===== config.mk =====
export PLATFORM = sky130hd
export DESIGN_NAME = length_prefixed_request_deframer_unit_flat
export DESIGN_NICKNAME = d
export VERILOG_FILES = /design/src/rtl/lprd_pkg.sv /design/src/rtl/lprd_req_if.sv /design/src/rtl/lprd_rsp_if.sv /design/src/rtl/lprd_skid.sv /design/src/rtl/length_prefixed_request_deframer_unit.sv /design/src/flat_wrapper.sv
export SDC_FILE = /design/constraint.sdc
export NUM_CORES = 1
export LEC_CHECK = 0
export BUFFER_PORTS_ARGS = -buffer_cell sky130_fd_sc_hd__buf_2
export CAP_MARGIN = 20
export CORE_ASPECT_RATIO = 1.1
export CORE_UTILIZATION = 49
export DETAILED_ROUTE_END_ITERATION = 16
export PLACE_DENSITY = 0.78
export SYNTH_ARGS = -nofsm -noshare
export SYNTH_HDL_FRONTEND = slang
export SYNTH_HIERARCHICAL = 1
export SYNTH_SLANG_ARGS = --single-unit

===== constraint.sdc =====
create_clock -name clock -period 13 [get_ports clock]
set_input_delay 0 -clock clock [delete_from_list [all_inputs] [get_ports clock]]
set_output_delay 0 -clock clock [all_outputs]
set_load 0.01 [all_outputs]

===== src/rtl/lprd_pkg.sv =====
package lprd_pkg;

   // Request layout limits
   localparam int MAX_EXPERTS  = 8;
   localparam int HIDDEN_BYTES = 8192;
   localparam int REQ_HEAD     = 11;

   // Register reset values
   localparam logic [7:0]  REQUEST_TYPE_RESET = 8'd2;
   localparam logic [7:0]  BYE_TYPE_RESET     = 8'd4;
   localparam logic [15:0] PAYLOAD_CAP_RESET  = 16'd8268;

   typedef enum logic [1:0] {
      CSR_REQUEST_TYPE = 2'd0,
      CSR_BYE_TYPE     = 2'd1,
      CSR_PAYLOAD_CAP  = 2'd2
   } csr_index_type;

   // Parse phase, one-hot
   typedef enum logic [11:0] {
      PH_LEN     = 12'b0000_0000_0001,
      PH_TYPE    = 12'b0000_0000_0010,
      PH_LAYER   = 12'b0000_0000_0100,
      PH_SEQ     = 12'b0000_0000_1000,
      PH_COUNT   = 12'b0000_0001_0000,
      PH_ID      = 12'b0000_0010_0000,
      PH_WEIGHT  = 12'b0000_0100_0000,
      PH_HIDDEN  = 12'b0000_1000_0000,
      PH_ECOUNT  = 12'b0001_0000_0000,
      PH_EID     = 12'b0010_0000_0000,
      PH_OTHER   = 12'b0100_0000_0000,
      PH_DISCARD = 12'b1000_0000_0000
   } phase_type;

   typedef enum logic [3:0] {
      TAG_LEN     = 4'd0,
      TAG_TYPE    = 4'd1,
      TAG_LAYER   = 4'd2,
      TAG_SEQ     = 4'd3,
      TAG_COUNT   = 4'd4,
      TAG_ID      = 4'd5,
      TAG_WEIGHT  = 4'd6,
      TAG_HIDDEN  = 4'd7,
      TAG_ECOUNT  = 4'd8,
      TAG_EID     = 4'd9,
      TAG_OTHER   = 4'd10,
      TAG_DISCARD = 4'd11
   } tag_type;

   typedef enum logic [2:0] {
      V_MID       = 3'd0,
      V_REQ_OK    = 3'd1,
      V_OTHER     = 3'd2,
      V_BYE       = 3'd3,
      V_ZERO_LEN  = 3'd4,
      V_OVERSIZED = 3'd5,
      V_MALFORMED = 3'd6,
      V_CLOSED    = 3'd7
   } verdict_type;

   typedef struct packed {
      logic [7:0]  out_byte;
      logic [3:0]  field_tag;
      logic [12:0] field_byte_index;
      logic [7:0]  frame_kind;
      logic [31:0] payload_length;
      logic        frame_end;
      logic [2:0]  verdict;
   } rsp_type;

endpackage


===== src/rtl/lprd_req_if.sv =====
interface lprd_req_if;
   logic       valid;
   logic       ready;
   logic [7:0] data_byte;

   modport source (output valid, output data_byte, input ready);
   modport sink   (input valid, input data_byte, output ready);
endinterface


===== src/rtl/lprd_rsp_if.sv =====
interface lprd_rsp_if;
   logic        valid;
   logic        ready;
   logic [7:0]  out_byte;
   logic [3:0]  field_tag;
   logic [12:0] field_byte_index;
   logic [7:0]  frame_kind;
   logic [31:0] payload_length;
   logic        frame_end;
   logic [2:0]  verdict;

   modport source (output valid, output out_byte, output field_tag, output field_byte_index,
                   output frame_kind, output payload_length, output frame_end,
                   output verdict, input ready);
   modport sink   (input valid, input out_byte, input field_tag, input field_byte_index,
                   input frame_kind, input payload_length, input frame_end,
                   input verdict, output ready);
endinterface


===== src/rtl/lprd_skid.sv =====
module lprd_skid
   import lprd_pkg::*;
(
   input  logic    clock,
   input  logic    reset,
   input  logic    in_valid,
   output logic    in_ready,
   input  rsp_type in_data,
   output logic    out_valid,
   input  logic    out_ready,
   output rsp_type out_data
);

   logic    out_valid_ff, out_valid_in;
   logic    skid_valid_ff, skid_valid_in;
   rsp_type out_data_ff, out_data_in;
   rsp_type skid_data_ff, skid_data_in;
   logic    push, pop;

   assign in_ready  = !skid_valid_ff;
   assign out_valid = out_valid_ff;
   assign out_data  = out_data_ff;
   assign push      = in_valid && in_ready;
   assign pop       = out_valid_ff && out_ready;

   always_comb begin
      out_valid_in  = out_valid_ff;
      skid_valid_in = skid_valid_ff;
      out_data_in   = out_data_ff;
      skid_data_in  = skid_data_ff;
      if (skid_valid_ff) begin
         // drain the skid beat into the output
         if (pop) begin
            out_data_in   = skid_data_ff;
            skid_valid_in = 1'b0;
         end
      end else if (!out_valid_ff || pop) begin
         out_valid_in = push;
         out_data_in  = in_data;
      end else if (push) begin
         skid_valid_in = 1'b1;
         skid_data_in  = in_data;
      end
   end

   always_ff @(posedge clock) begin
      if (reset) begin
         out_valid_ff  <= 1'b0;
         skid_valid_ff <= 1'b0;
      end else begin
         out_valid_ff  <= out_valid_in;
         skid_valid_ff <= skid_valid_in;
      end
      out_data_ff  <= out_data_in;
      skid_data_ff <= skid_data_in;
   end

   a_skid_needs_out: assert property (@(posedge clock) disable iff (reset)
      skid_valid_ff |-> out_valid_ff)
      else $error("skid holds a beat while output is empty");

   a_skid_fill_on_stall: assert property (@(posedge clock) disable iff (reset)
      $rose(skid_valid_ff) |-> $past(out_valid_ff && !out_ready))
      else $error("skid filled without an output stall");

   a_skid_drain: assert property (@(posedge clock) disable iff (reset)
      (skid_valid_ff && out_ready) |=> (out_valid_ff && !skid_valid_ff))
      else $error("skid beat not moved to output");

endmodule


===== src/rtl/length_prefixed_request_deframer_unit.sv =====
// Channel   Direction  Payload                                        Beat taken when
// req_bus   in         data_byte                                      valid && ready
// rsp_bus   out        out_byte, field_tag, field_byte_index,         valid && ready
//                      frame_kind, payload_length, frame_end, verdict
// csr_*     in         csr_index, csr_wdata                           csr_we
//
// One byte a cycle while req is ready: each accepted beat yields exactly one result beat.
// The parse state and the result are updated together from one compare-and-count step.
// A two-entry output stage (output register plus skid) keeps req ready while one
// result waits; req drops only when both entries are full.
// Reset is synchronous; it restores the register defaults and reopens the stream.
module length_prefixed_request_deframer_unit
   import lprd_pkg::*;
(
   input  logic         clock,
   input  logic         reset,
   lprd_req_if.sink     req_bus,
   lprd_rsp_if.source   rsp_bus,
   input  logic         csr_we,
   input  logic [1:0]   csr_index,
   input  logic [15:0]  csr_wdata
);

   // Configuration
   logic [7:0]  req_code_ff;
   logic [7:0]  bye_code_ff;
   logic [15:0] cap_ff;

   // Parse state
   phase_type   phase_ff, phase_in;
   logic [13:0] fcount_ff, fcount_in;
   logic [31:0] length_ff, length_in;
   logic [15:0] left_ff, left_in;
   logic [7:0]  kind_ff, kind_in;
   logic [7:0]  xcount_ff, xcount_in;
   logic [7:0]  ecount_ff, ecount_in;
   logic        bad_ff, bad_in;
   logic        closed_ff, closed_in;

   logic        accept;
   logic        stage_ready;
   logic [7:0]  b;
   rsp_type     res;
   rsp_type     rsp_data;

   // Scratch values of the step
   logic [1:0]  n;
   logic [31:0] lw_next;
   logic [31:0] pay;
   logic        is_req;
   logic        bad_new;
   logic [15:0] after;
   logic [13:0] fc1;
   logic [7:0]  xc_now;
   logic [7:0]  ec_now;
   logic [16:0] need_x;
   logic        bad_now;

   assign b      = req_bus.data_byte;
   assign accept = req_bus.valid && stage_ready;
   assign req_bus.ready = stage_ready;

   function automatic tag_type tag_of(phase_type ph);
      unique case (ph)
         PH_LEN:    return TAG_LEN;
         PH_TYPE:   return TAG_TYPE;
         PH_LAYER:  return TAG_LAYER;
         PH_SEQ:    return TAG_SEQ;
         PH_COUNT:  return TAG_COUNT;
         PH_ID:     return TAG_ID;
         PH_WEIGHT: return TAG_WEIGHT;
         PH_HIDDEN: return TAG_HIDDEN;
         PH_ECOUNT: return TAG_ECOUNT;
         PH_EID:    return TAG_EID;
         PH_OTHER:  return TAG_OTHER;
         default:   return TAG_DISCARD;
      endcase
   endfunction

   function automatic logic [13:0] field_len(phase_type ph, logic [7:0] xc, logic [7:0] ec);
      unique case (ph)
         PH_LAYER:  return 14'd2;
         PH_SEQ:    return 14'd8;
         PH_COUNT:  return 14'd1;
         PH_ID:     return {5'b0, xc, 1'b0};
         PH_WEIGHT: return {4'b0, xc, 2'b0};
         PH_HIDDEN: return 14'(HIDDEN_BYTES);
         PH_ECOUNT: return 14'd1;
         PH_EID:    return {5'b0, ec, 1'b0};
         default:   return 14'h3FFF;
      endcase
   endfunction

   // Skip fields that an empty count leaves out
   function automatic phase_type next_field(phase_type ph, logic [7:0] xc, logic [7:0] ec);
      unique case (ph)
         PH_LAYER:  return PH_SEQ;
         PH_SEQ:    return PH_COUNT;
         PH_COUNT:  return (xc != 8'd0) ? PH_ID : PH_HIDDEN;
         PH_ID:     return PH_WEIGHT;
         PH_WEIGHT: return PH_HIDDEN;
         PH_HIDDEN: return PH_ECOUNT;
         PH_ECOUNT: return (ec != 8'd0) ? PH_EID : PH_DISCARD;
         default:   return PH_DISCARD;
      endcase
   endfunction

   function automatic verdict_type end_verdict(logic [7:0] kind, logic [7:0] req_code,
                                               logic [7:0] bye_code, logic bad);
      if (kind == bye_code) begin
         return V_BYE;
      end else if (kind == req_code) begin
         return bad ? V_MALFORMED : V_REQ_OK;
      end
      return V_OTHER;
   endfunction

   always_comb begin
      phase_in  = phase_ff;
      fcount_in = fcount_ff;
      length_in = length_ff;
      left_in   = left_ff;
      kind_in   = kind_ff;
      xcount_in = xcount_ff;
      ecount_in = ecount_ff;
      bad_in    = bad_ff;
      closed_in = closed_ff;

      n       = fcount_ff[1:0];
      lw_next = length_ff | ({24'b0, b} << {n, 3'b000});
      pay     = length_ff - 32'd1;
      is_req  = (b != bye_code_ff) && (b == req_code_ff);
      bad_new = is_req && (pay < 32'(REQ_HEAD));
      after   = left_ff - 16'd1;
      fc1     = fcount_ff + 14'd1;
      xc_now  = (phase_ff == PH_COUNT) ? b : xcount_ff;
      ec_now  = (phase_ff == PH_ECOUNT) ? b : ecount_ff;
      need_x  = (17'(b) << 2) + (17'(b) << 1) + 17'(HIDDEN_BYTES) + 17'd1;
      bad_now = bad_ff;
      if (phase_ff == PH_COUNT) begin
         bad_now = bad_ff || (b > 8'(MAX_EXPERTS)) || ({1'b0, after} < need_x);
      end else if (phase_ff == PH_ECOUNT) begin
         bad_now = bad_ff || (b > 8'(MAX_EXPERTS)) || ({1'b0, after} < {8'b0, b, 1'b0});
      end

      res.out_byte         = b;
      res.field_tag        = TAG_DISCARD;
      res.field_byte_index = 13'd0;
      res.frame_kind       = 8'd0;
      res.payload_length   = 32'd0;
      res.frame_end        = 1'b0;
      res.verdict          = V_MID;

      if (closed_ff) begin
         // stream closed: pass the byte through as discard until reset
         res.verdict = V_CLOSED;
      end else if (phase_ff == PH_LEN) begin
         res.field_tag        = TAG_LEN;
         res.field_byte_index = {11'b0, n};
         length_in            = lw_next;
         fcount_in            = {12'b0, n} + 14'd1;
         if (n == 2'd3) begin
            fcount_in = 14'd0;
            if (lw_next == 32'd0) begin
               // zero length frame is fatal
               res.frame_end = 1'b1;
               res.verdict   = V_ZERO_LEN;
               closed_in     = 1'b1;
               length_in     = 32'd0;
            end else begin
               phase_in = PH_TYPE;
            end
         end
      end else if (phase_ff == PH_TYPE) begin
         res.field_tag      = TAG_TYPE;
         res.frame_kind     = b;
         res.payload_length = pay;
         kind_in            = b;
         fcount_in          = 14'd0;
         if (pay > {16'b0, cap_ff}) begin
            res.frame_end = 1'b1;
            res.verdict   = V_OVERSIZED;
            closed_in     = 1'b1;
            phase_in      = PH_LEN;
            length_in     = 32'd0;
            left_in       = 16'd0;
            kind_in       = 8'd0;
            bad_in        = 1'b0;
         end else begin
            left_in = pay[15:0];
            bad_in  = bad_new;
            if (pay == 32'd0) begin
               res.frame_end = 1'b1;
               res.verdict   = end_verdict(b, req_code_ff, bye_code_ff, bad_new);
               closed_in     = (b == bye_code_ff);
               phase_in      = PH_LEN;
               length_in     = 32'd0;
               left_in       = 16'd0;
               kind_in       = 8'd0;
               bad_in        = 1'b0;
            end else if (is_req) begin
               phase_in = bad_new ? PH_DISCARD : PH_LAYER;
            end else begin
               phase_in = PH_OTHER;
            end
         end
      end else begin
         res.field_tag        = tag_of(phase_ff);
         res.field_byte_index = fcount_ff[12:0];
         res.frame_kind       = kind_ff;
         res.payload_length   = pay;
         fcount_in            = fc1;
         if (phase_ff == PH_COUNT) begin
            xcount_in = b;
         end
         if (phase_ff == PH_ECOUNT) begin
            ecount_in = b;
         end
         if (phase_ff != PH_OTHER && phase_ff != PH_DISCARD) begin
            priority if (bad_now) begin
               // malformed: drop the rest of the payload
               phase_in  = PH_DISCARD;
               fcount_in = 14'd0;
            end else if (fc1 >= field_len(phase_ff, xc_now, ec_now)) begin
               phase_in  = next_field(phase_ff, xc_now, ec_now);
               fcount_in = 14'd0;
            end
         end
         bad_in  = bad_now;
         left_in = after;
         if (after == 16'd0) begin
            res.frame_end = 1'b1;
            res.verdict   = end_verdict(kind_ff, req_code_ff, bye_code_ff, bad_now);
            closed_in     = (kind_ff == bye_code_ff);
            phase_in      = PH_LEN;
            fcount_in     = 14'd0;
            length_in     = 32'd0;
            kind_in       = 8'd0;
            bad_in        = 1'b0;
         end
      end
   end

   always_ff @(posedge clock) begin
      if (reset) begin
         req_code_ff <= REQUEST_TYPE_RESET;
         bye_code_ff <= BYE_TYPE_RESET;
         cap_ff      <= PAYLOAD_CAP_RESET;
      end else if (csr_we) begin
         unique case (csr_index_type'(csr_index))
            CSR_REQUEST_TYPE: req_code_ff <= csr_wdata[7:0];
            CSR_BYE_TYPE:     bye_code_ff <= csr_wdata[7:0];
            CSR_PAYLOAD_CAP:  cap_ff      <= csr_wdata;
            default: ;
         endcase
      end
   end

   always_ff @(posedge clock) begin
      if (reset) begin
         phase_ff  <= PH_LEN;
         fcount_ff <= 14'd0;
         length_ff <= 32'd0;
         left_ff   <= 16'd0;
         kind_ff   <= 8'd0;
         xcount_ff <= 8'd0;
         ecount_ff <= 8'd0;
         bad_ff    <= 1'b0;
         closed_ff <= 1'b0;
      end else if (accept) begin
         phase_ff  <= phase_in;
         fcount_ff <= fcount_in;
         length_ff <= length_in;
         left_ff   <= left_in;
         kind_ff   <= kind_in;
         xcount_ff <= xcount_in;
         ecount_ff <= ecount_in;
         bad_ff    <= bad_in;
         closed_ff <= closed_in;
      end
   end

   // Output register and skid
   lprd_skid u_skid (
      .clock     (clock),
      .reset     (reset),
      .in_valid  (req_bus.valid),
      .in_ready  (stage_ready),
      .in_data   (res),
      .out_valid (rsp_bus.valid),
      .out_ready (rsp_bus.ready),
      .out_data  (rsp_data)
   );

   assign rsp_bus.out_byte         = rsp_data.out_byte;
   assign rsp_bus.field_tag        = rsp_data.field_tag;
   assign rsp_bus.field_byte_index = rsp_data.field_byte_index;
   assign rsp_bus.frame_kind       = rsp_data.frame_kind;
   assign rsp_bus.payload_length   = rsp_data.payload_length;
   assign rsp_bus.frame_end        = rsp_data.frame_end;
   assign rsp_bus.verdict          = rsp_data.verdict;

   a_closed_sticks: assert property (@(posedge clock) disable iff (reset)
      closed_ff |=> closed_ff)
      else $error("closed stream reopened without reset");

   a_bad_discards: assert property (@(posedge clock) disable iff (reset)
      bad_ff |-> (phase_ff == PH_DISCARD))
      else $error("malformed request not in discard phase");

   a_length_known: assert property (@(posedge clock) disable iff (reset)
      (phase_ff != PH_LEN) |-> (length_ff != 32'd0))
      else $error("frame body entered with zero length");

endmodule

===== src/flat_wrapper.sv =====
// flat-port wrapper written by rule: the top's interface ports become plain ports
module length_prefixed_request_deframer_unit_flat import lprd_pkg::*;
  (clock, reset, csr_we, csr_index, csr_wdata, req_bus_valid, req_bus_data_byte, req_bus_ready, rsp_bus_valid, rsp_bus_out_byte, rsp_bus_field_tag, rsp_bus_field_byte_index, rsp_bus_frame_kind, rsp_bus_payload_length, rsp_bus_frame_end, rsp_bus_verdict, rsp_bus_ready);
  lprd_req_if req_bus_i ();
  lprd_rsp_if rsp_bus_i ();
  input  logic clock;
  input  logic reset;
  input  logic csr_we;
  input  logic [1:0] csr_index;
  input  logic [15:0] csr_wdata;
  input wire logic [$bits(req_bus_i.valid)-1:0] req_bus_valid;
  input wire logic [$bits(req_bus_i.data_byte)-1:0] req_bus_data_byte;
  output wire logic [$bits(req_bus_i.ready)-1:0] req_bus_ready;
  output wire logic [$bits(rsp_bus_i.valid)-1:0] rsp_bus_valid;
  output wire logic [$bits(rsp_bus_i.out_byte)-1:0] rsp_bus_out_byte;
  output wire logic [$bits(rsp_bus_i.field_tag)-1:0] rsp_bus_field_tag;
  output wire logic [$bits(rsp_bus_i.field_byte_index)-1:0] rsp_bus_field_byte_index;
  output wire logic [$bits(rsp_bus_i.frame_kind)-1:0] rsp_bus_frame_kind;
  output wire logic [$bits(rsp_bus_i.payload_length)-1:0] rsp_bus_payload_length;
  output wire logic [$bits(rsp_bus_i.frame_end)-1:0] rsp_bus_frame_end;
  output wire logic [$bits(rsp_bus_i.verdict)-1:0] rsp_bus_verdict;
  input wire logic [$bits(rsp_bus_i.ready)-1:0] rsp_bus_ready;
  assign req_bus_i.valid = req_bus_valid;
  assign req_bus_i.data_byte = req_bus_data_byte;
  assign req_bus_ready = req_bus_i.ready;
  assign rsp_bus_valid = rsp_bus_i.valid;
  assign rsp_bus_out_byte = rsp_bus_i.out_byte;
  assign rsp_bus_field_tag = rsp_bus_i.field_tag;
  assign rsp_bus_field_byte_index = rsp_bus_i.field_byte_index;
  assign rsp_bus_frame_kind = rsp_bus_i.frame_kind;
  assign rsp_bus_payload_length = rsp_bus_i.payload_length;
  assign rsp_bus_frame_end = rsp_bus_i.frame_end;
  assign rsp_bus_verdict = rsp_bus_i.verdict;
  assign rsp_bus_i.ready = rsp_bus_ready;
  length_prefixed_request_deframer_unit u_core (.clock(clock), .reset(reset), .req_bus(req_bus_i), .rsp_bus(rsp_bus_i), .csr_we(csr_we), .csr_index(csr_index), .csr_wdata(csr_wdata));
endmodule

== After elaboration in Yosys (flattened, before gate mapping) ==
Index checks and enable logic that the tools add are counted.

* Equal/unequal tests: 25
* Reductions and logical operators: 35
* Mux-type cells: 100
* Bitwise logic cells: 6
* $add $sub $neg: 7
* Order comparisons: 6
* Shift-type cells: 1

{| class="wikitable"
|+ Operators by type and width
! cell !! number
|-
| two-way mux 32 bit || 7
|-
| two-way mux 69 bit || 3
|-
| two-way mux 14 bit || 12
|-
| two-way mux 12 bit || 13
|-
| case mux 14 bit (7 select lines) || 1
|-
| case mux 12 bit (7 select lines) || 1
|-
| zero test 32 bit || 2
|-
| two-way mux 58 bit || 1
|-
| two-way mux 8 bit || 7
|-
| two-way mux 16 bit || 3
|-
| two-way mux 44 bit || 1
|-
| two-way mux 40 bit || 1
|-
| case mux 4 bit (9 select lines) || 1
|-
| == test 8 bit || 4
|-
| > comparator 32 x 16 -> 1 bit || 1
|-
| < comparator 32 x 4 -> 1 bit (second input constant) || 1
|-
| bitwise OR 32 bit || 1
|-
| left shift 8 x 5 -> 32 bit || 1
|-
| subtractor 32 x 1 -> 32 bit (second input constant) || 1
|-
| two-way mux 1 bit || 31
|-
| two-way mux 4 bit || 7
|-
| two-way mux 3 bit || 9
|-
| adder 17 x 1 -> 17 bit (second input constant) || 1
|-
| adder 17 x 14 -> 17 bit (second input constant) || 1
|-
| 45 further kinds || 69
|}

* Output and inout bits: 71
* Flip-flop bits (word level): 272
* Bits of input ports: 31
* Word-level logic and storage cells: 208

== Longest topological paths before layout ==
Gate-level depths: netlist (run 1).

* Word-level depth: 18
* Mapped depth: 22
* Gate-level depth less buffers: 20

== By module ==
The synthesis (run 1) kept the hierarchy.

{| class="wikitable"
|+ Modules (own cells, without submodules)
! module !! times used !! cells each !! area an instance (sq um) !! sequential area each (sq um)
|-
| length_prefixed_request_deframer_unit || 1 || 1,214 || 9,626.7 || 2,642.5
|-
| lprd_skid || 1 || 227 || 5,285.1 || 4,184.0
|}

== Worst setup path after synthesis (run 1) ==
Ideal clock, no wire load.

* Path kind: reg-to-reg
* Start: register u_core.u_skid.skid_valid_ff
* End: register u_core.u_skid.out_data_ff (netlist bit u_core/u_skid/out_data[0]) (enable)
* Stages on the path, launching flop included: 4
* Path buffers: 2
* Setup slack: 6.958 ns
* Arrival time: 5.450 ns
* Period minus slack after synthesis: 6.042 ns
* Cells stage by stage: dfxtp_1 -> buf_6 -> buf_6 -> o21ai_0

* Cells in the longest elaborated chain, start to end: 2
* Elaborated cells on any way between the ends: 3

{| class="wikitable"
|+ Ends and longest elaborated chain
! what !! RTL line !! RTL
|-
| start: declaration || lprd_skid.sv:15 || <nowiki>logic skid_valid_ff, skid_valid_in;</nowiki>
|-
| start signal: assignment || lprd_skid.sv:52 || <nowiki>skid_valid_ff <= skid_valid_in;</nowiki>
|-
| != test 2 x 1 -> 1 bit (no line) or nonzero test 2 bit (tied branches) || -- ||
|-
| AND reduction 2 bit (no line) (*) || -- ||
|-
| end signal: assignment || lprd_skid.sv:54 || <nowiki>out_data_ff <= out_data_in;</nowiki>
|-
| end: declaration || lprd_skid.sv:16 || <nowiki>rsp_type out_data_ff, out_data_in;</nowiki>
|}

Mark *: on every way between the ends. The rest lies on a longest branch, timed or not.
A chain may end at the register's enable or synchronous reset.

== Worst setup path after layout (run 1) ==
* Start: register u_core.phase_ff[0]
* End: register u_core.fcount_ff[2]

* Cells in the longest elaborated chain, start to end: 15
* Elaborated cells on any way between the ends: 31

{| class="wikitable"
|+ Ends and longest elaborated chain
! what !! RTL line !! RTL
|-
| start: declaration || length_prefixed_request_deframer_unit.sv:30 || <nowiki>phase_type phase_ff, phase_in;</nowiki>
|-
| start signal: assignment || length_prefixed_request_deframer_unit.sv:271 || <nowiki>phase_ff <= phase_in;</nowiki>
|-
| == test 12 x 9 -> 1 bit or == test 12 x 5 -> 1 bit (tied branches) || -- ||
|-
| OR reduction 2 bit (no line), or another cell as far along || -- ||
|-
| case mux 14 bit (7 select lines) || length_prefixed_request_deframer_unit.sv:81 || <nowiki>unique case (ph)</nowiki>
|-
| two-way mux 14 bit || length_prefixed_request_deframer_unit.sv:220 || <nowiki>priority if (bad_now) begin</nowiki>
|-
| two-way mux 14 bit || length_prefixed_request_deframer_unit.sv:219 || <nowiki>if (phase_ff != PH_OTHER && phase_ff != PH_DISCARD) begin</nowiki>
|-
| two-way mux 14 bit || length_prefixed_request_deframer_unit.sv:174 || <nowiki>end else if (phase_ff == PH_TYPE) begin</nowiki>
|-
| two-way mux 14 bit || length_prefixed_request_deframer_unit.sv:157 || <nowiki>end else if (phase_ff == PH_LEN) begin</nowiki>
|-
| two-way mux 14 bit || length_prefixed_request_deframer_unit.sv:154 || <nowiki>if (closed_ff) begin</nowiki>
|-
| >= comparator 14 bit || length_prefixed_request_deframer_unit.sv:224 || <nowiki>end else if (fc1 >= field_len(phase_ff, xc_now, ec_now)) begin</nowiki>
|-
| two-way mux 14 bit || length_prefixed_request_deframer_unit.sv:224 ||
|-
| two-way mux 14 bit || length_prefixed_request_deframer_unit.sv:220 ||
|-
| two-way mux 14 bit || length_prefixed_request_deframer_unit.sv:219 ||
|-
| two-way mux 14 bit || length_prefixed_request_deframer_unit.sv:231 || <nowiki>if (after == 16'd0) begin</nowiki>
|-
| two-way mux 14 bit || length_prefixed_request_deframer_unit.sv:174 ||
|-
| two-way mux 14 bit (*) || length_prefixed_request_deframer_unit.sv:157 ||
|-
| end signal: assignment || length_prefixed_request_deframer_unit.sv:272 || <nowiki>fcount_ff <= fcount_in;</nowiki>
|-
| end: declaration || length_prefixed_request_deframer_unit.sv:31 || <nowiki>logic [13:0] fcount_ff, fcount_in;</nowiki>
|}

Mark *: on every way between the ends. The rest lies on a longest branch, timed or not. The select of a mux whose other input is x is not followed.

==> results.md, run 1 <==
* Pwr dens at 135 nW/um2
* Vias in the first global route at 10900
* Root Driver: clkbuf_16
* Largest net degree at the start of global routing at 70
* Filler cells at 2472
* Die footprint at 31100 um2
* Post-Place Cells at 1846
* Area leader, netlist: edfxtp_1
* Synthesized cell area at 14900 um2
* Setup TNS at 0 ns
* Via count at 11600
* CTS buffer count at 28
* Storage element area at 6830 um2
* Most frequent cells in the layout: nor2_1, edfxtp_1, dfxtp_1
* CTS tree: built
* Slew Viols, Final at 0
* Post-route cell area at 16800 um2
* Worst Tran Pin Value at 0.990 ns
* Max transition margin at 33.8%
* Width of the chip at 168 um
* Total global-route track usage at 23.8%
* I/O Buffers at 101
* Die Ht at 185 um
* Reg2reg setup slack at 7.79 ns
* # Post-CTS Setup Buffers at 0
* Layout cell share with drive strength beyond 1 at 17.1%
* Max Cap Violations at 0
* Final Skew at 0.0335 ns
* Yosys top cell area share at 27.8%
* RR Endpoint: u_core/fcount_ff[2]
* Starting density of the core at 50.2%
* Post-Synthesis Cells at 1441
* GR Overflow Total at 0
* Ys async rst share at 0%
* Peak supply drop at 0.0000826 V
* Initial antenna violation count at 0
* RSZ-0062 raised after global routing: no
* Start of the worst register-to-register path: u_core/phase_ff[0]
* Area contributors post-synth: edfxtp_1, dfxtp_1, ha_1, mux2_4, xnor2_1
* Routed wire length at 37.4 mm
* Yosys warns at 6
* Core Box Area at 29700 um2
* Setup crit start kind: register
* WHS Endpoint: u_core/length_ff[11]
* Arr. time, crit path at 5.65 ns
* Bufs and invs on worst path at 3
* Final core utilization at 56.4%
* EDFF count, synth at 138
* WL/cell at 19.4 um
* Final Cycle Share at 40.1%
* Depth of the CTS H-tree at 1
* Area grow syn2layout at 12.5%
* Clock buffer depth at 3
* Multi-input gate area at 7490 um2
* Clock latency on the worst-skew pair at 0.56 ns
* Flip-flop and latch count after synthesis at 272
* Residual DRC at 0
* Sequential cell area fraction in the yosys report at 45.8%
* Worst path top cell family by delay: simple AND/OR/NAND/NOR gates
* Final min period at 5.21 ns
* Initial DRC count at 1058
* Crit path capture type: register
* Fmax achieved at 192 MHz
* Drt via density at 5.99
* R2R cell count at 19
* Dominant synthesized flop cell: edfxtp_1
* Post-route insts no fill at 1929
* CTS sink count at 272
* Critical path, cell by cell: nor4_1, and2_0, nand4b_1, and2_1, and3_1, and2_1, inv_1, nand2_1, ha_1, nand2b_1, a21oi_1, o21ai_0, a211oi_1, o31ai_1, inv_1, a21boi_4, nor4_2, buf_4, a22o_1
* Run status: completed
* Post-DP HPWL at 25.7 mm
* Min-Delay Path Class: in2reg
* Critical path required time at 13.43 ns
* Synth Net Count at 1539
* Leakage power at 6.44 nW
* ANT cells at 0
* Placed Area at 15600 um2
* Post-CTS Hold Buffers at 29
* IO Count at 102
* DRT Pass-1 Iters at 5
* Routed Antenna Nets at 0
* Crit path kind: reg2reg
* Post-CTS sizing at 0
* Worst path slowest cell: nand4b_1
* Rows at 66
* Worst slack, placed at 7.62 ns
* # nets final at 1631
* Distinct cell type count after synthesis at 88
* Hold path cells at 3
* First-pass GRT wire length at 58.9 mm
* Setup ws final at 7.79 ns
* Clk slew on worst S/H paths at 0.07 ns
* Final hold violation count at 0
* CP peak stage delay at 0.75 ns
* Worst Path Max Fanout at 21
* Most common cell after layout, fill and taps aside: nor2_1
* Min-Delay Startpoint: req_bus_data_byte[3]
* GPL Wtd Cong at 0.959
* Final setup violation count at 0
* Syn Area/Cell at 10.3 um2
## cell type report
class / instances / share of cell area [%]
clock buffer: 39 / 4.74
clock inverter: 13 / 0.604
inverter: 52 / 1.16
multi-input combinational: 1037 / 44.6
sequential: 272 / 40.7
tap: 374 / 2.79
timing repair buffer: 142 / 5.33
## stage by stage
stage,hold slack (ns),power [W]
2_1_floorplan,0.0730,0.00136
3_3_place_gp,0.230,0.00148
3_5_place_dp,0.239,0.00149
4_1_cts,0.00777,0.00227
5_1_grt,0.0317,0.00237
6_report,0.0239,0.00227
## worst max-delay path by stage
stage                                start                        end  cells after the start
2_1_floorplan  u_core/u_skid/skid_valid_ff  u_core/u_skid/out_data[0]                      3
3_3_place_gp            u_core/phase_ff[0]        u_core/fcount_ff[2]                     17
3_5_place_dp            u_core/phase_ff[0]        u_core/fcount_ff[2]                     18
4_1_cts                 u_core/phase_ff[1]        u_core/fcount_ff[2]                     17
5_1_grt                u_core/length_ff[0]  u_core/u_skid/out_data[3]                     18
6_report                u_core/phase_ff[0]        u_core/fcount_ff[2]                     19
## kinds of logic after synthesis
kind of cell	count (synthesis)	share of synthesized area (%)
simple gates	509	18.4
flops	272	45.8
compound gates	270	12.2
buf+inv	132	4.15
mux	102	8.57
xor+xnor	89	5.23
fa+ha+maj	67	5.67
## per-layer routing
metal,global-route usage [%],wire length [um],up-vias
li1,-,-,5451
met1,31.5,16100,5542
met2,39.3,17400,471
met3,3.70,2620,96
met4,8.51,1200,2
met5,1.45,63,-
## registers in the layout, summed over array words and instances (netlist names)
name	count
u_core/xcount_ff	8
u_core/bad_ff	1
u_core/fcount_ff	14
u_core/u_skid/skid_data_ff	69
u_core/phase_ff	12
u_core/length_ff	32
u_core/u_skid/out_data	69
u_core/req_code_ff	8
u_core/bye_code_ff	8
u_core/left_ff	16
u_core/closed_ff	1
u_core/u_skid/skid_valid_ff	1
u_core/kind_ff	8
u_core/u_skid/out_valid	1
u_core/cap_ff	16
u_core/ecount_ff	8
## Yosys cell counts (12+ instances only)
| master | instances |
|---|---|
| nor2_1 | 163 |
| edfxtp_1 | 138 |
| dfxtp_1 | 134 |
| a21oi_1 | 93 |
| nand2_1 | 89 |
| xnor2_1 | 71 |
| ha_1 | 66 |
| inv_1 | 51 |
| mux2_4 | 45 |
| clkbuf_1 | 44 |
| nor3_1 | 34 |
| nand3_1 | 33 |
| mux2i_1 | 32 |
| nand4_1 | 29 |
| o21ai_0 | 29 |
| mux2_2 | 25 |
| a31oi_1 | 23 |
| and2_1 | 20 |
| nand2b_1 | 20 |
| nor2b_1 | 19 |
| xor2_1 | 18 |
| a22o_1 | 14 |
| a211oi_1 | 13 |
| buf_2 | 12 |
| buf_6 | 12 |
| nor4_1 | 12 |
| o211ai_1 | 12 |
## worst reg2reg max path, delay by kind of cell, from the launching register on
| kind | cells | cell delay (ns) |
|---|---|---|
| adders and majority gates | 1 | 0.26 |
| DFF | 1 | 0.35 |
| and+or+nand+nor | 9 | 2.76 |
| AOI/OAI and AO/OA | 6 | 1.24 |
| buffers and inverters | 3 | 0.49 |
## power by group
group	total [W]	internal (W)	switching, W
combinational	0.000497	0.000197	0.000300
sequential	0.000993	0.000959	0.0000337
clock	0.000780	0.000432	0.000347
Power figures use the tool's default switching activity.
==> run 2, diff against run 1 <==
==> constraint.sdc (replaced) <==
create_clock -name clock -period 5.45 [get_ports clock]
set_input_delay 0 -clock clock [delete_from_list [all_inputs] [get_ports clock]]
set_output_delay 0 -clock clock [all_outputs]
set_load 0.01 [all_outputs]
==> results.md, run 2 (synthesis results as in run 1) <==
* CTS buffer count at 28
* Max Cap Violations at 0
* Initial DRC count at 882
* Starting density of the core at 50.2%
* Via count at 11600
* Combinational share of power at 22.2%
* Min-Delay Path Class: in2reg
* Setup crit start kind: register
* Total global-route track usage at 23.9%
* Peak supply drop at 0.000243 V
* Critical path, cell by cell: inv_1, ha_1, nor4b_2, nand3_1, nor2_1, nand2_1, nor2_1, xor2_1, ha_1, nand4_1, nor2_1, a2111oi_0, buf_4, o21ai_2, nor3_2, nor3_1, or2_1, buf_4, a21oi_1
* CTS sink count at 272
* GPL Wtd Cong at 0.894
* ANT cells at 0
* Width of the chip at 168 um
* Rows at 66
* Crit path capture type: register
* Largest net degree at the start of global routing at 70
* Clock buffer depth at 3
* GR Overflow Total at 0
* Final Skew at 0.0314 ns
* Die footprint at 31100 um2
* # nets final at 1640
* Setup TNS at 0 ns
* I/O Buffers at 101
* RSZ-0062 raised after global routing: no
* First-pass GRT wire length at 59.0 mm
* Worst Path Max Fanout at 31
* Most common cell after layout, fill and taps aside: nor2_1
* Worst path top cell family by delay: simple AND/OR/NAND/NOR gates
* Die Ht at 185 um
* Final min period at 4.99 ns
* Clk slew on worst S/H paths at 0.06 ns
* WL/cell at 19.5 um
* Sequential share of power at 42.6%
* Clock share of power at 35.1%
* Critical path required time at 5.95 ns
* # Post-CTS Setup Buffers at 0
* Filler cells at 2469
* Final setup violation count at 0
* Residual DRC at 0
* Leakage power at 6.51 nW
* Worst path slowest cell: a2111oi_0
* Pwr dens at 329 nW/um2
* Drt via density at 6.01
* Run status: completed
* Initial antenna violation count at 0
* Cell mode on critical path: nor2_1
* Fmax achieved at 200 MHz
* Final hold violation count at 0
* Routed wire length at 37.8 mm
* Crit path kind: reg2reg
* Depth of the CTS H-tree at 1
* Multi-input gate area at 7490 um2
* Most frequent cells in the layout: nor2_1, edfxtp_1, dfxtp_1
* Final core utilization at 56.8%
* CTS tree: built
* Post-DP HPWL at 26.2 mm
* DRT Pass-1 Iters at 5
* Core Box Area at 29700 um2
* Bufs and invs on worst path at 3
* CP peak stage delay at 0.61 ns
* Root Driver: clkbuf_16
* Storage element area at 6830 um2
* Max transition margin at 32.8%
* Final Cycle Share at 91.6%
* Worst Tran Pin Value at 1.01 ns
* Arr. time, crit path at 5.49 ns
* IO Count at 102
* Vias in the first global route at 11000
* Routed Antenna Nets at 0
* Net Sw Power at 0.00165 W
* Layout cell share with drive strength beyond 1 at 17.9%
* Clock latency on the worst-skew pair at 0.57 ns
* Cell internal pwr at 0.00390 W
* Area grow syn2layout at 13.3%
* Net Sw Frac at 29.7%
* Hold Slack at 0.0204 ns
* Slew Viols, Final at 0
[run 2: changes by cell type in the layout (fill, tap and decap cells not counted), sizes merged]
cell / before / now
clkinv: 10 / 11
clkbuf: 39 / 37
dlygate4sd3: 29 / 26
bufinv: 0 / 2
clkinvlp: 0 / 2
buf: 113 / 125
inv: 55 / 52
[run 2: repair_timing]
item | CTS | global route
setup endpoints to repair | 0 | 2
hold endpoints to repair | 51 | 1
resized for setup | 0 | 1
hold buffers | 25 | 1
[run 2: worst paths after layout]
check,endpoint,cells past startpoint,from,slack (ns)
worst min-delay path,u_core/req_code_ff[1],5,csr_index[1],0.02
worst max register to register,u_core/length_ff[1],19,u_core/length_ff[0],0.46
worst min register to register,u_core/cap_ff[9],2,u_core/cap_ff[9],0.46
worst max-delay path,u_core/length_ff[1],19,u_core/length_ff[0],0.46
[run 2: final cells by class]
type | count | area share [%]
clock buffers | 37 | 4.67
clock inverters | 15 | 0.978
inverters | 52 | 1.16
multi-input cells | 1037 | 44.4
flip-flops and latches | 272 | 40.4
well taps | 374 | 2.77
repair buffers | 151 | 5.60
[run 2: power by group through the flow]
| stage | Sequential, W | Combinational [W] | Clock (W) |
|---|---|---|---|
| after global placement | 0.00240 | 0.00117 | 0 |
| final | 0.00237 | 0.00123 | 0.00195 |
| after floorplan | 0.00243 | 0.000809 | 0 |
| after detailed placement | 0.00241 | 0.00120 | 0 |
| after global routing | 0.00238 | 0.00135 | 0.00205 |
| after CTS | 0.00237 | 0.00122 | 0.00197 |
[run 2: routing by layer]
metal	wire length (um)	share of wire (%)	GRT usage (%)	vias to the layer above
li1	-	-	-	5471
met1	16400	44	32.3	5602
met2	17600	47	39.5	496
met3	2660	7.0	2.78	79
met4	1090	2.9	8.40	0
met5	0	0	0	-
[run 2: metrics by stage]
step | worst slack [ns] | power (W) | area, um2 | instances
2_1_floorplan | 0.490 | 0.00324 | 14900 | 1441
3_3_place_gp | 0.607 | 0.00358 | 15700 | 1860
3_5_place_dp | 0.517 | 0.00361 | 15700 | 1860
4_1_cts | 0.499 | 0.00556 | 16900 | 1937
5_1_grt | 0.112 | 0.00578 | 16900 | 1938
6_report | 0.456 | 0.00555 | 16900 | 1938
[run 2: worst min-delay path: cells and delay by family]
family                 cells  cell delay, ns
buffers and inverters      2            0.30
and+or+nand+nor            2            0.12
muxes                      1            0.13
==> run 3, diff against run 2 <==
--- a/config.mk
+++ b/config.mk
@@ -13,5 +13,4 @@
 export PLACE_DENSITY = 0.78
 export SYNTH_ARGS = -nofsm -noshare
 export SYNTH_HDL_FRONTEND = slang
-export SYNTH_HIERARCHICAL = 1
 export SYNTH_SLANG_ARGS = --single-unit
==> results.md, run 3 <==
* Pwr dens at 448 nW/um2
* Core Box Area at 30500 um2
* EDFF count, synth at 138
* Arr. time, crit path at 5.37 ns
* Cell internal pwr at 0.00482 W
* Drt via density at 6.03
* Final min period at 4.87 ns
* Final core utilization at 57.0%
* Net Sw Frac at 38.1%
* Peak supply drop at 0.000302 V
* Sequential cell area fraction in the yosys report at 44.9%
* WL/cell at 19.3 um
* Fmax achieved at 205 MHz
* Max transition margin at 35.6%
* Worst path slowest cell: a2111oi_1
* Rows at 67
* # Post-CTS Setup Buffers at 0
* Initial antenna violation count at 0
* Largest net degree at the start of global routing at 78
* Final Skew at 0.0166 ns
* Worst Tran Pin Value at 0.961 ns
* I/O Buffers at 101
* Sequential share of power at 33.1%
* Flip-flop and latch count after synthesis at 272
* Max Cap Violations at 0
* First-pass GRT wire length at 65.5 mm
* Width of the chip at 170 um
* Die Ht at 187 um
* Clock share of power at 27.4%
* IO Count at 102
* Clock buffer depth at 3
* Most common cell after layout, fill and taps aside: nor2_1
* Slew Viols, Final at 0
* Final Cycle Share at 89.4%
* Final hold violation count at 0
* Residual DRC at 0
* Synth Net Count at 1739
* Ys async rst share at 0%
* CTS tree: built
* # nets final at 1815
* Yosys warns at 0
* Total Power at 0.00779 W
* CP peak stage delay at 0.46 ns
* Depth of the CTS H-tree at 1
* Worst Path Max Fanout at 24
* Initial DRC count at 1330
* Post-DP HPWL at 28.6 mm
* CTS sink count at 272
* RSZ-0062 raised after global routing: no
* Combinational share of power at 39.6%
* Yosys top cell area share at 27.3%
* Post-Synthesis Cells at 1640
* Routed Antenna Nets at 0
* Setup TNS at 0 ns
* Distinct cell type count after synthesis at 75
* Area contributors post-synth: edfxtp_1, dfxtp_1, ha_1, nor2_1, nand2_1
* Root Driver: clkbuf_16
* Clock latency on the worst-skew pair at 0.58 ns
* Post-route cell area at 17400 um2
* Die footprint at 31700 um2
* GR Overflow Total at 0
* Net Sw Power at 0.00297 W
* Area leader, netlist: edfxtp_1
* Most common cell in the netlist: nor2_1
* Via count at 13000
* Routed wire length at 41.5 mm
* GPL Wtd Cong at 0.947
* Critical path, cell by cell: inv_1, ha_1, nor3b_1, buf_4, and2_1, nand2_1, xor2_1, inv_1, ha_1, a2111oi_1, a21oi_1, a2111oi_2, buf_4, o21ai_0, nor4_4, and2_1, buf_4, nand3_1, a21oi_1
* Layout cell share with drive strength beyond 1 at 14.4%
* Final setup violation count at 0
* Dominant synthesized flop cell: edfxtp_1
* ANT cells at 0
* Cell mode on critical path: buf_4
* Setup crit start kind: register
* Critical path required time at 5.95 ns
* Total global-route track usage at 25.8%
* Starting density of the core at 49.8%
* Synthesized cell area at 15200 um2
* Area grow syn2layout at 14.3%
* Leakage power at 6.83 nW
* Run status: completed
* Clk slew on worst S/H paths at 0.07 ns
* CTS buffer count at 30
* Min-Delay Path Class: in2reg
* Vias in the first global route at 12200
* Most frequent cells in the layout: nor2_1, nand2_1, edfxtp_1
* DRT Pass-1 Iters at 5
* Crit path kind: reg2reg
* Crit path capture type: register
* Syn Area/Cell at 9.27 um2
* Placed Area at 16000 um2
* Commonest cells post-synth: nor2_1, nand2_1, edfxtp_1
## run 3: power groups by stage
stage	sequential [W]	combinational [W]	clock, W
after floorplan	0.00262	0.00210	0
after global placement	0.00261	0.00292	0
after detailed placement	0.00261	0.00299	0
after CTS	0.00257	0.00302	0.00216
after global routing	0.00260	0.00339	0.00223
final	0.00257	0.00308	0.00213
## run 3: cell families (layout without fill, tap and decap cells)
group / count (synthesis) / in the layout / share of synthesized area (%)
AO/OA/AOI/OAI: 352 / 352 / 15.6
flip-flops: 272 / 272 / 44.9
XOR/XNOR: 86 / 86 / 4.96
multiplexers: 56 / 56 / 3.96
AND/OR/NAND/NOR: 633 / 633 / 20.4
adder cells (fa/ha/maj): 68 / 68 / 5.65
buffers and inverters: 173 / 273 / 4.48
## run 3: per-layer routing
layer | global-route usage (%) | routed length [um]
met5 | 0 | 0
met3 | 3.67 | 3390
met4 | 11.8 | 1780
met1 | 35.0 | 17500
met2 | 40.8 | 18900
## run 3: stage by stage
step | hold WS (ns) | cells | worst slack [ns]
3_5_place_dp | 0.252 | 2067 | 0.445
3_3_place_gp | 0.250 | 2067 | 0.689
6_report | 0.0766 | 2154 | 0.577
2_1_floorplan | 0.0989 | 1640 | 0.971
5_1_grt | 0.0982 | 2154 | 0.106
4_1_cts | 0.0649 | 2154 | 0.391
## run 3: worst paths after layout
check,slack [ns],cells after the start,from,end
worst min-delay path,0.08,5,csr_we,u_core.req_code_ff[5]
worst min register to register,0.45,2,u_core.cap_ff[15],u_core.cap_ff[15]
worst max register to register,0.58,19,u_core.length_ff[0],u_core.left_ff[10]
worst max-delay path,0.58,19,u_core.length_ff[0],u_core.left_ff[10]
## run 3: worst max-delay path, delay by kind of cell (launching register included)
family	cells	cell delay [ns]
simple gates	6	1.36
compound gates	5	1.27
buf+inv	5	0.88
fa+ha+maj	2	0.59
flops	1	0.40
xor+xnor	1	0.27
## run 3: timing repair
item,4_1_cts,5_1_grt
resized for setup,0,5
endpoints found under the hold margin,71,0
hold buffers,31,0
endpoints found under the setup margin,0,39
## run 3: cell type report
type / instances / area, um2
clock buffer: 37 / 827
clock inverter: 19 / 229
fill: 2672 / 13100
inverter: 58 / 218
multi-input combinational: 1195 / 7740
sequential: 272 / 6830
tap: 414 / 518
timing repair buffer: 159 / 1020
